$ cat src/sv/sha224_hash_engine_unit_defines.svh
// Assertion macros shared by the SHA-224 engine.
`ifndef SHA224_HASH_ENGINE_UNIT_DEFINES_SVH
`define SHA224_HASH_ENGINE_UNIT_DEFINES_SVH
// Property that holds whenever reset is released.
`define SHA_ASSERT(label, prop, msg) \
  label: assert property (@(posedge clk) disable iff (!rst_n) prop) else $error(msg);
// Property that must also hold during reset.
`define SHA_ASSERT_ALWAYS(label, prop, msg) \
  label: assert property (@(posedge clk) prop) else $error(msg);
`endif

$ cat src/sv/sha224_pkg.sv
// ----------------------------------------------------------------------------
// sha224_pkg
// Types, constants and round functions for the SHA-224 engine.
// ----------------------------------------------------------------------------
package sha224_pkg;

  localparam int unsigned WORD_W = 32;
  localparam int unsigned LEN_W  = 61;

  typedef logic [WORD_W-1:0] word_t;

  typedef enum logic [2:0] {
    ST_IDLE,
    ST_ROUND,
    ST_UPDATE,
    ST_PAD,
    ST_EMIT
  } state_t;

  // Control from the sequencer to the round unit.
  typedef struct packed {
    logic load;    // copy chain into working vars
    logic step;    // run one round
    logic update;  // add working vars into chain
    logic init;    // reload initial values
  } rnd_ctrl_t;

  localparam word_t PAD_WORD = 32'h8000_0000;

  function automatic word_t init_hash(input logic [2:0] idx);
    word_t v;
    case (idx)
      3'd0: v = 32'hc1059ed8;
      3'd1: v = 32'h367cd507;
      3'd2: v = 32'h3070dd17;
      3'd3: v = 32'hf70e5939;
      3'd4: v = 32'hffc00b31;
      3'd5: v = 32'h68581511;
      3'd6: v = 32'h64f98fa7;
      default: v = 32'hbefa4fa4;
    endcase
    return v;
  endfunction

  function automatic word_t round_k(input logic [5:0] idx);
    word_t k [64];
    k = '{
      32'h428a2f98, 32'h71374491, 32'hb5c0fbcf, 32'he9b5dba5, 32'h3956c25b, 32'h59f111f1,
      32'h923f82a4, 32'hab1c5ed5, 32'hd807aa98, 32'h12835b01, 32'h243185be, 32'h550c7dc3,
      32'h72be5d74, 32'h80deb1fe, 32'h9bdc06a7, 32'hc19bf174, 32'he49b69c1, 32'hefbe4786,
      32'h0fc19dc6, 32'h240ca1cc, 32'h2de92c6f, 32'h4a7484aa, 32'h5cb0a9dc, 32'h76f988da,
      32'h983e5152, 32'ha831c66d, 32'hb00327c8, 32'hbf597fc7, 32'hc6e00bf3, 32'hd5a79147,
      32'h06ca6351, 32'h14292967, 32'h27b70a85, 32'h2e1b2138, 32'h4d2c6dfc, 32'h53380d13,
      32'h650a7354, 32'h766a0abb, 32'h81c2c92e, 32'h92722c85, 32'ha2bfe8a1, 32'ha81a664b,
      32'hc24b8b70, 32'hc76c51a3, 32'hd192e819, 32'hd6990624, 32'hf40e3585, 32'h106aa070,
      32'h19a4c116, 32'h1e376c08, 32'h2748774c, 32'h34b0bcb5, 32'h391c0cb3, 32'h4ed8aa4a,
      32'h5b9cca4f, 32'h682e6ff3, 32'h748f82ee, 32'h78a5636f, 32'h84c87814, 32'h8cc70208,
      32'h90befffa, 32'ha4506ceb, 32'hbef9a3f7, 32'hc67178f2};
    return k[idx];
  endfunction

  function automatic word_t rotr(input word_t x, input int unsigned n);
    return (x >> n) | (x << (WORD_W - n));
  endfunction

endpackage

$ cat src/sv/sha224_sched.sv
// ----------------------------------------------------------------------------
// sha224_sched
// Sixteen-word block buffer and message schedule as a shift window.
// ----------------------------------------------------------------------------
module sha224_sched (
  input  logic                clk,
  input  logic                wr_en,
  input  sha224_pkg::word_t   wr_data,
  input  logic                step,
  output sha224_pkg::word_t   w_out
);

  sha224_pkg::word_t win_r [16];
  sha224_pkg::word_t s0;
  sha224_pkg::word_t s1;
  sha224_pkg::word_t w_new;

  // Next schedule word from the window taps
  always_comb begin
    s0 = sha224_pkg::rotr(win_r[1], 7) ^ sha224_pkg::rotr(win_r[1], 18) ^ (win_r[1] >> 3);
    s1 = sha224_pkg::rotr(win_r[14], 17) ^ sha224_pkg::rotr(win_r[14], 19)
       ^ (win_r[14] >> 10);
    w_new = s1 + win_r[9] + s0 + win_r[0];
  end

  assign w_out = win_r[0];

  // Shift in message words on write, schedule words on each round
  always_ff @(posedge clk) begin
    if (wr_en || step) begin
      for (int i = 0; i < 15; i++) begin
        win_r[i] <= win_r[i+1];
      end
      win_r[15] <= wr_en ? wr_data : w_new;
    end
  end

endmodule

$ cat src/sv/sha224_round.sv
// ----------------------------------------------------------------------------
// sha224_round
// Chaining state, working variables and the shared one-round datapath.
// ----------------------------------------------------------------------------
module sha224_round (
  input  logic                  clk,
  input  logic                  rst_n,
  input  sha224_pkg::rnd_ctrl_t ctrl,
  input  logic [5:0]            rnd_idx,
  input  sha224_pkg::word_t     w_in,
  input  logic [2:0]            rd_idx,
  output sha224_pkg::word_t     rd_data
);

  sha224_pkg::word_t h_r [8];
  sha224_pkg::word_t v_r [8];
  sha224_pkg::word_t t1;
  sha224_pkg::word_t t2;

  // One compression round
  always_comb begin
    t1 = v_r[7] + (sha224_pkg::rotr(v_r[4], 6) ^ sha224_pkg::rotr(v_r[4], 11)
       ^ sha224_pkg::rotr(v_r[4], 25)) + ((v_r[4] & v_r[5]) ^ (~v_r[4] & v_r[6]))
       + sha224_pkg::round_k(rnd_idx) + w_in;
    t2 = (sha224_pkg::rotr(v_r[0], 2) ^ sha224_pkg::rotr(v_r[0], 13)
       ^ sha224_pkg::rotr(v_r[0], 22))
       + ((v_r[0] & v_r[1]) ^ (v_r[0] & v_r[2]) ^ (v_r[1] & v_r[2]));
  end

  assign rd_data = h_r[rd_idx];

  // Hold chain and working state
  always_ff @(posedge clk) begin
    if (!rst_n || ctrl.init) begin
      for (int i = 0; i < 8; i++) begin
        h_r[i] <= sha224_pkg::init_hash(3'(i));
        v_r[i] <= '0;
      end
    end else if (ctrl.load) begin
      for (int i = 0; i < 8; i++) begin
        v_r[i] <= h_r[i];
      end
    end else if (ctrl.step) begin
      v_r[7] <= v_r[6];
      v_r[6] <= v_r[5];
      v_r[5] <= v_r[4];
      v_r[4] <= v_r[3] + t1;
      v_r[3] <= v_r[2];
      v_r[2] <= v_r[1];
      v_r[1] <= v_r[0];
      v_r[0] <= t1 + t2;
    end else if (ctrl.update) begin
      for (int i = 0; i < 8; i++) begin
        h_r[i] <= h_r[i] + v_r[i];
      end
    end
  end

endmodule

$ cat src/sv/sha224_hash_engine_unit.sv
// ----------------------------------------------------------------------------
// sha224_hash_engine_unit
// SHA-224 engine: word packing, padding and iterative compression.
// ----------------------------------------------------------------------------
// Usage:
//   Input requests carry one big-endian message word, its byte count and a
//   last flag. A word that fills a 16-word block starts a compression of 64
//   rounds at one round a cycle on the shared round unit, followed by an
//   update step that folds into the chain; in_stall is high meanwhile. Other
//   words are accepted without a stall.
//   On a last request the engine writes the pad and length one word a cycle,
//   compressing once or twice, then sends seven digest words on the result
//   channel, index 0 first, digest_last on the seventh. A stalled result
//   holds until taken; no input is accepted until all seven are gone. The
//   engine then returns to the initial values.
//   Reset clears the chain to the initial values, the counters to zero and
//   drops any result in flight.
// ----------------------------------------------------------------------------
`include "sha224_hash_engine_unit_defines.svh"
module sha224_hash_engine_unit (
  input  logic                      clk,
  input  logic                      rst_n,
  input  logic                      in_valid,
  output logic                      in_stall,
  input  logic [31:0]               in_message_word,
  input  logic [2:0]                in_byte_count,
  input  logic                      in_is_last,
  output logic                      out_valid,
  input  logic                      out_stall,
  output logic [31:0]               out_digest_word,
  output logic [2:0]                out_word_index,
  output logic                      out_digest_last
);

  sha224_pkg::state_t state_r, state_nxt;
  logic [3:0]  pos_r, pos_nxt;
  logic [5:0]  rnd_r, rnd_nxt;
  logic [60:0] len_r, len_nxt;
  logic        pad_r, pad_nxt;     // a separate pad word (0x80 word) still due
  logic        fin_r, fin_nxt;     // last word taken; padding or digest in progress
  logic        spill_r, spill_nxt; // pad landed in the last two words; length goes in next block
  logic [2:0]  oidx_r, oidx_nxt;

  logic                  acc;
  logic [2:0]            nb;
  logic                  wr_en;
  sha224_pkg::word_t     wr_data;
  sha224_pkg::word_t     w_cur;
  sha224_pkg::word_t     pad_word;
  sha224_pkg::word_t     keep;
  sha224_pkg::rnd_ctrl_t ctrl;
  logic [63:0]           bits;
  logic                  out_take;

  assign acc      = in_valid && !in_stall;
  assign out_take = out_valid && !out_stall;
  assign nb       = (!in_is_last || in_byte_count > 3'd4) ? 3'd4 : in_byte_count;
  assign bits     = {len_r, 3'b000};

  // Mask partial word and place the pad byte
  always_comb begin
    case (nb)
      3'd1: keep = 32'hff00_0000;
      3'd2: keep = 32'hffff_0000;
      3'd3: keep = 32'hffff_ff00;
      default: keep = '0;
    endcase
    pad_word = (in_message_word & keep) | (sha224_pkg::PAD_WORD >> {nb, 3'b000});
  end

  // Next state
  always_comb begin
    state_nxt = state_r;
    pos_nxt   = pos_r;
    rnd_nxt   = rnd_r;
    len_nxt   = len_r;
    pad_nxt   = pad_r;
    fin_nxt   = fin_r;
    spill_nxt = spill_r;
    oidx_nxt  = oidx_r;
    case (state_r)
      sha224_pkg::ST_IDLE: begin
        if (acc) begin
          len_nxt = len_r + 61'(nb);
          pos_nxt = pos_r + 4'd1;
          if (in_is_last) begin
            fin_nxt   = 1'b1;
            pad_nxt   = (nb == 3'd4);
            spill_nxt = (nb != 3'd4) && (pos_r >= 4'd14);
          end
          if (pos_r == 4'd15) begin
            state_nxt = sha224_pkg::ST_ROUND;
          end else if (in_is_last) begin
            state_nxt = sha224_pkg::ST_PAD;
          end
        end
      end
      sha224_pkg::ST_PAD: begin
        pad_nxt = 1'b0;
        pos_nxt = pos_r + 4'd1;
        if (pad_r && pos_r >= 4'd14) begin
          spill_nxt = 1'b1;
        end
        if (pos_r == 4'd15) begin
          state_nxt = sha224_pkg::ST_ROUND;
        end
      end
      sha224_pkg::ST_ROUND: begin
        rnd_nxt = rnd_r + 6'd1;
        if (rnd_r == 6'd63) begin
          state_nxt = sha224_pkg::ST_UPDATE;
        end
      end
      sha224_pkg::ST_UPDATE: begin
        if (!fin_r) begin
          state_nxt = sha224_pkg::ST_IDLE;
        end else if (pad_r || spill_r) begin
          // pad word or length still due: fill one more block
          spill_nxt = 1'b0;
          state_nxt = sha224_pkg::ST_PAD;
        end else begin
          state_nxt = sha224_pkg::ST_EMIT;
        end
      end
      sha224_pkg::ST_EMIT: begin
        if (out_take) begin
          oidx_nxt = oidx_r + 3'd1;
          if (oidx_r == 3'd6) begin
            state_nxt = sha224_pkg::ST_IDLE;
            oidx_nxt  = '0;
            fin_nxt   = 1'b0;
            len_nxt   = '0;
            pos_nxt   = '0;
          end
        end
      end
      default: state_nxt = sha224_pkg::ST_IDLE;
    endcase
  end

  // Outputs and datapath control
  always_comb begin
    ctrl     = '0;
    wr_en    = 1'b0;
    wr_data  = '0;
    in_stall = (state_r != sha224_pkg::ST_IDLE);
    out_valid = (state_r == sha224_pkg::ST_EMIT);
    case (state_r)
      sha224_pkg::ST_IDLE: begin
        wr_en   = acc;
        wr_data = (in_is_last && nb != 3'd4) ? pad_word : in_message_word;
        ctrl.load = acc && (pos_r == 4'd15);
      end
      sha224_pkg::ST_PAD: begin
        wr_en = 1'b1;
        if (pad_r) begin
          wr_data = sha224_pkg::PAD_WORD;
        end else if (spill_r) begin
          wr_data = '0;
        end else if (pos_r == 4'd14) begin
          wr_data = bits[63:32];
        end else if (pos_r == 4'd15) begin
          wr_data = bits[31:0];
        end else begin
          wr_data = '0;
        end
        ctrl.load = (pos_r == 4'd15);
      end
      sha224_pkg::ST_ROUND: ctrl.step = 1'b1;
      sha224_pkg::ST_UPDATE: ctrl.update = 1'b1;
      sha224_pkg::ST_EMIT: ctrl.init = out_take && (oidx_r == 3'd6);
      default: ;
    endcase
  end

  // Registers
  always_ff @(posedge clk) begin
    if (!rst_n) begin
      state_r <= sha224_pkg::ST_IDLE;
      pos_r   <= '0;
      rnd_r   <= '0;
      len_r   <= '0;
      pad_r   <= 1'b0;
      fin_r   <= 1'b0;
      spill_r <= 1'b0;
      oidx_r  <= '0;
    end else begin
      state_r <= state_nxt;
      pos_r   <= pos_nxt;
      rnd_r   <= rnd_nxt;
      len_r   <= len_nxt;
      pad_r   <= pad_nxt;
      fin_r   <= fin_nxt;
      spill_r <= spill_nxt;
      oidx_r  <= oidx_nxt;
    end
  end

  sha224_sched u_sched (
    .clk     (clk),
    .wr_en   (wr_en),
    .wr_data (wr_data),
    .step    (ctrl.step),
    .w_out   (w_cur)
  );

  sha224_round u_round (
    .clk     (clk),
    .rst_n   (rst_n),
    .ctrl    (ctrl),
    .rnd_idx (rnd_r),
    .w_in    (w_cur),
    .rd_idx  (oidx_r),
    .rd_data (out_digest_word)
  );

  assign out_word_index  = oidx_r;
  assign out_digest_last = (oidx_r == 3'd6);

  // Checks
  `SHA_ASSERT_ALWAYS(a_rst_quiet, !rst_n |=> !out_valid, "digest valid right after reset")
  `SHA_ASSERT(a_excl, !(out_valid && !in_stall), "input open while digest pending")
  `SHA_ASSERT(a_rnd_idle, (state_r != sha224_pkg::ST_ROUND) |-> (rnd_r == 6'd0), "round count not zero between blocks")
  `SHA_ASSERT(a_blk_full, ctrl.load |-> (pos_nxt == 4'd0), "compression started on partial block")

endmodule
$ cat config.mk
export PLATFORM = sky130hd
export DESIGN_NAME = sha224_hash_engine_unit
export DESIGN_NICKNAME = d
export VERILOG_FILES = /design/src/sv/sha224_pkg.sv /design/src/sv/sha224_sched.sv /design/src/sv/sha224_round.sv /design/src/sv/sha224_hash_engine_unit.sv
export VERILOG_INCLUDE_DIRS = /design/src /design/src/sv
export SDC_FILE = /design/constraint.sdc
export NUM_CORES = 2
export LEC_CHECK = 0
export BUFFER_PORTS_ARGS = -buffer_cell sky130_fd_sc_hd__buf_4
export CORE_ASPECT_RATIO = 1.2
export CORE_MARGIN = 1
export CORE_UTILIZATION = 58
export DETAILED_ROUTE_END_ITERATION = 10
export PLACE_DENSITY = 0.77
export SLEW_MARGIN = 20
export SYNTH_ARGS = -nofsm -noshare
export SYNTH_HDL_FRONTEND = slang
export SYNTH_SLANG_ARGS = --single-unit
$ cat constraint.sdc
create_clock -name clk -period 21.1 [get_ports clk]
set_input_delay 2.11 -clock clk [delete_from_list [all_inputs] [get_ports clk]]
set_output_delay 2.11 -clock clk [all_outputs]
set_load 0.03 [all_outputs]
==> qor.csv <==
stage,metric,value,unit
worst_setup_path,R2R depth,36,
drt,DRT iter0 DRCs,5194,
worst_setup_path,CP endpoint,u_round.v_r[0][31]$_SDFFCE_PN0P_,
synth,sequential fraction of the synthesis area,0.462,
worst_setup_path,Startpoint Class,flip-flop,
worst_setup_path,Crit path arrival time,11.49,ns
placement,hpwl dp,156000,um
clock_tree,htree depth,3,
global_route,GRT Overall Usage,0.350,
worst_setup_path,crit end category,flip-flop,
drt,met3 WL,14400,um
drt,WL/cell,26.9,um
global_route,gr ovfl total,0,
clock_tree,# clock sinks,1107,
synth,Yosys warnings,0,
min_path,Hold Path Class,reg -> reg,
global_route,maximum number of pins on one net before global-route repair,179,
drt,Routed Antenna Nets,0,
timing,Worst Skew,0.0959,ns
worst_setup_path,CP Max Fanout,16,
synth,"count leader, synth",edfxtp_1,
clock_tree,CTS tree,built,
timing,worst setup slack after layout,10.10,ns
timing,number of max-slew violations in the final report,0,
worst_setup_path,Worst path most repeated cell,fa_1,
synth,register bit total from synthesis,1107,
clock_tree,setup bufs post-CTS,0,
global_route,vias in the first global route,50300,
finish,share of layout cells above drive strength 1,0.0796,
timing,Slew headroom,0.140,
floorplan,FP Rows,138,
synth,post-synthesis xor/xnor area fraction,0.0762,
timing,final-report hold violation count,0,
synth,simple-gate share of the synthesized area,0.105,
clock_tree,Hold Buf Count CTS,0,
placement,PortBufs,77,
worst_setup_path,Top delay family on crit path,compound AO/OA/AOI/OAI gates,
floorplan,die area,120000,um^2
worst_setup_path,r2r startpoint,rnd_r[0]$_SDFFE_PN0P_,
finish,Area Overhead vs Synth,8.62,%
synth,count of cell types in the netlist,96,
drt,DR DRC count,0,
synth,asr flop ratio synth,0,
synth,Syn Nets,6884,
drt,met1 WL,77100,um
finish,Final nets,6856,
timing,fmax,90.9,MHz
floorplan,die extent in x,316,um
timing,min cycle time layout,11.00,ns
timing,Least-Margin Pin Slew,1.27,ns
global_route,antenna violations before repair,3,
global_route,first-pass GRT wire length,311000,um
timing,RSZ-0062 raised after global routing,no,
floorplan,core area,118000,um^2
worst_setup_path,Crit path depth,36,
drt,vias per std cell,6.51,
synth,Post-Syn Area,68800,um^2
worst_setup_path,CP max-delay cell,o41ai_1,
worst_setup_path,"reg-to-reg slack, setup",10.10,ns
synth,Synth Instances,6250,
floorplan,I/O Pins,78,
drt,drt first pass iters,6,
synth,biggest area consumer among synthesized cells,edfxtp_1,
timing,final setup vio count,0,
worst_setup_path,buffers and inverters on the worst path,5,
synth,commonest register cell after synthesis,edfxtp_1,
floorplan,initial core utilization,0.584,
drt,DR WL met2,103000,um
synth,largest family of logic cells by synthesized area,compound AO/OA/AOI/OAI gates,
finish,fill count,9167,
synth,fraction of the mapped netlist area in adder cells,0.133,
synth,top cell type's share of synthesized area,0.419,
drt,Vias,51190,
floorplan,Chip Height,379,um
clock_tree,clock buffer depth,3,
drt,uppermost layer routed,met5,
placement,RD Place Congestion,1.01,
worst_setup_path,r2r endpoint,u_round.v_r[0][31]$_SDFFCE_PN0P_,
timing,period utilization,0.522,
synth,synth cell count leaders,"960 x edfxtp_1, 513 x nand2_1, 495 x nor2_1, 398 x ha_1, 392 x a21oi_1",
clock_tree,# resized after CTS,0,
drt,final WL,211000,um
clock_tree,clk_lat worst skew,0.80,ns
finish,fin util,0.635,
worst_setup_path,Worst EP required,21.59,ns
placement,pre-CTS WS,10.43,ns
clock_tree,CTS root buf,clkbuf_16,
synth,mux share of post-synthesis cell area,0.0347,
clock_tree,clk slew on worst S/H paths,0.07,ns
timing,setup tns final,0,ns
synth,Synth Area in Compound Gates,0.158,
worst_setup_path,max incr delay on CP,1.02,ns
clock_tree,CTS Buf Count,113,
outcome,status,"finished, final reports clean",
worst_setup_path,CP Class,reg -> reg,
synth,Syn Area/Cell,11.0,um^2
synth,Post-synth EDFFs,960,
worst_setup_path,origin of the worst setup path,rnd_r[0]$_SDFFE_PN0P_,
run,MaxCap Viol Count,0,
synth,Synth area leaders,"edfxtp_1 42%, ha_1 7.2%, fa_1 5.7%, xnor2_1 4.9%, dfxtp_1 4.3%",
-- cells by family after synthesis --
logic type      count (synthesis)
compound gates               1615
xor+xnor                      599
fa+ha+maj                     617
buf+inv                       581
flops                        1107
mux                           147
simple gates                 1584
-- layout make-up --
cell class	count	area [um^2]	share of cell area
Clock inverter	71	876	0.0117
Timing Repair Buffer	144	1110	0.0148
Sequential cell	1107	31800	0.425
Multi-Input combinational cell	4562	34900	0.468
Inverter	294	1100	0.0148
Antenna cell	1	2.50	0.0000335
Tap cell	1540	1930	0.0258
Clock buffer	144	2990	0.0401
-- layout by cell type, fill, tap and decap left out, drive strengths merged, types with 47 or more instances in the layout --
cell	count
a31oi	56
nor3	101
nand3	101
dfxtp	147
nor2	495
mux2	52
a21o	158
o21a	55
a21oi	394
o21bai	47
xnor2	385
nand2	514
a22o	145
nor2b	67
nand2b	70
inv	293
o21ai	343
clkinv	51
and3	56
edfxtp	960
a311oi	64
ha	398
a211oi	83
buf	144
clkbuf	144
xor2	214
fa	196
mux4	68
-- per-layer routing --
layer	vias up	track usage
met4	2	0.244
met2	2387	0.595
li1	22934	-
met5	-	0
met1	25268	0.413
met3	599	0.0419
-- stage by stage --
stage               std cells  area (um^2)  hold slack, ns
global route             7862        74700           0.413
floorplan                6250        68800           0.400
finish                   7863        74700           0.402
global placement         7647        70900           0.400
CTS                      7862        74700           0.401
detailed placement       7647        70900           0.405
-- worst min-delay path by stage --
stage / from / to / slack (ns) / depth (start not counted)
floorplan: u_sched.win_r[0][132]$_DFFE_PP_ / u_sched.win_r[0][100]$_DFFE_PP_ / 0.40 / 0
CTS: u_sched.win_r[1][135]$_DFFE_PP_ / u_sched.win_r[1][103]$_DFFE_PP_ / 0.40 / 0
finish: u_sched.win_r[1][135]$_DFFE_PP_ / u_sched.win_r[1][103]$_DFFE_PP_ / 0.40 / 0
global route: u_sched.win_r[1][135]$_DFFE_PP_ / u_sched.win_r[1][103]$_DFFE_PP_ / 0.41 / 0
global placement: u_sched.win_r[1][92]$_DFFE_PP_ / u_sched.win_r[1][60]$_DFFE_PP_ / 0.40 / 0
detailed placement: u_sched.win_r[0][133]$_DFFE_PP_ / u_sched.win_r[0][101]$_DFFE_PP_ / 0.40 / 0
-- state kept, by name (all words and copies together), names as in the netlist, named ones only --
register	count
u_sched.win_r	512
u_round.h_r	256
u_round.v_r	256
len_r	61
rnd_r	6
pos_r	4
out_word_index	3
state_r	3
fin_r	1
pad_r	1
spill_r	1
Power is not shown: default switching activity piles up to over one toggle a cycle in this logic, so the estimate is an artifact.
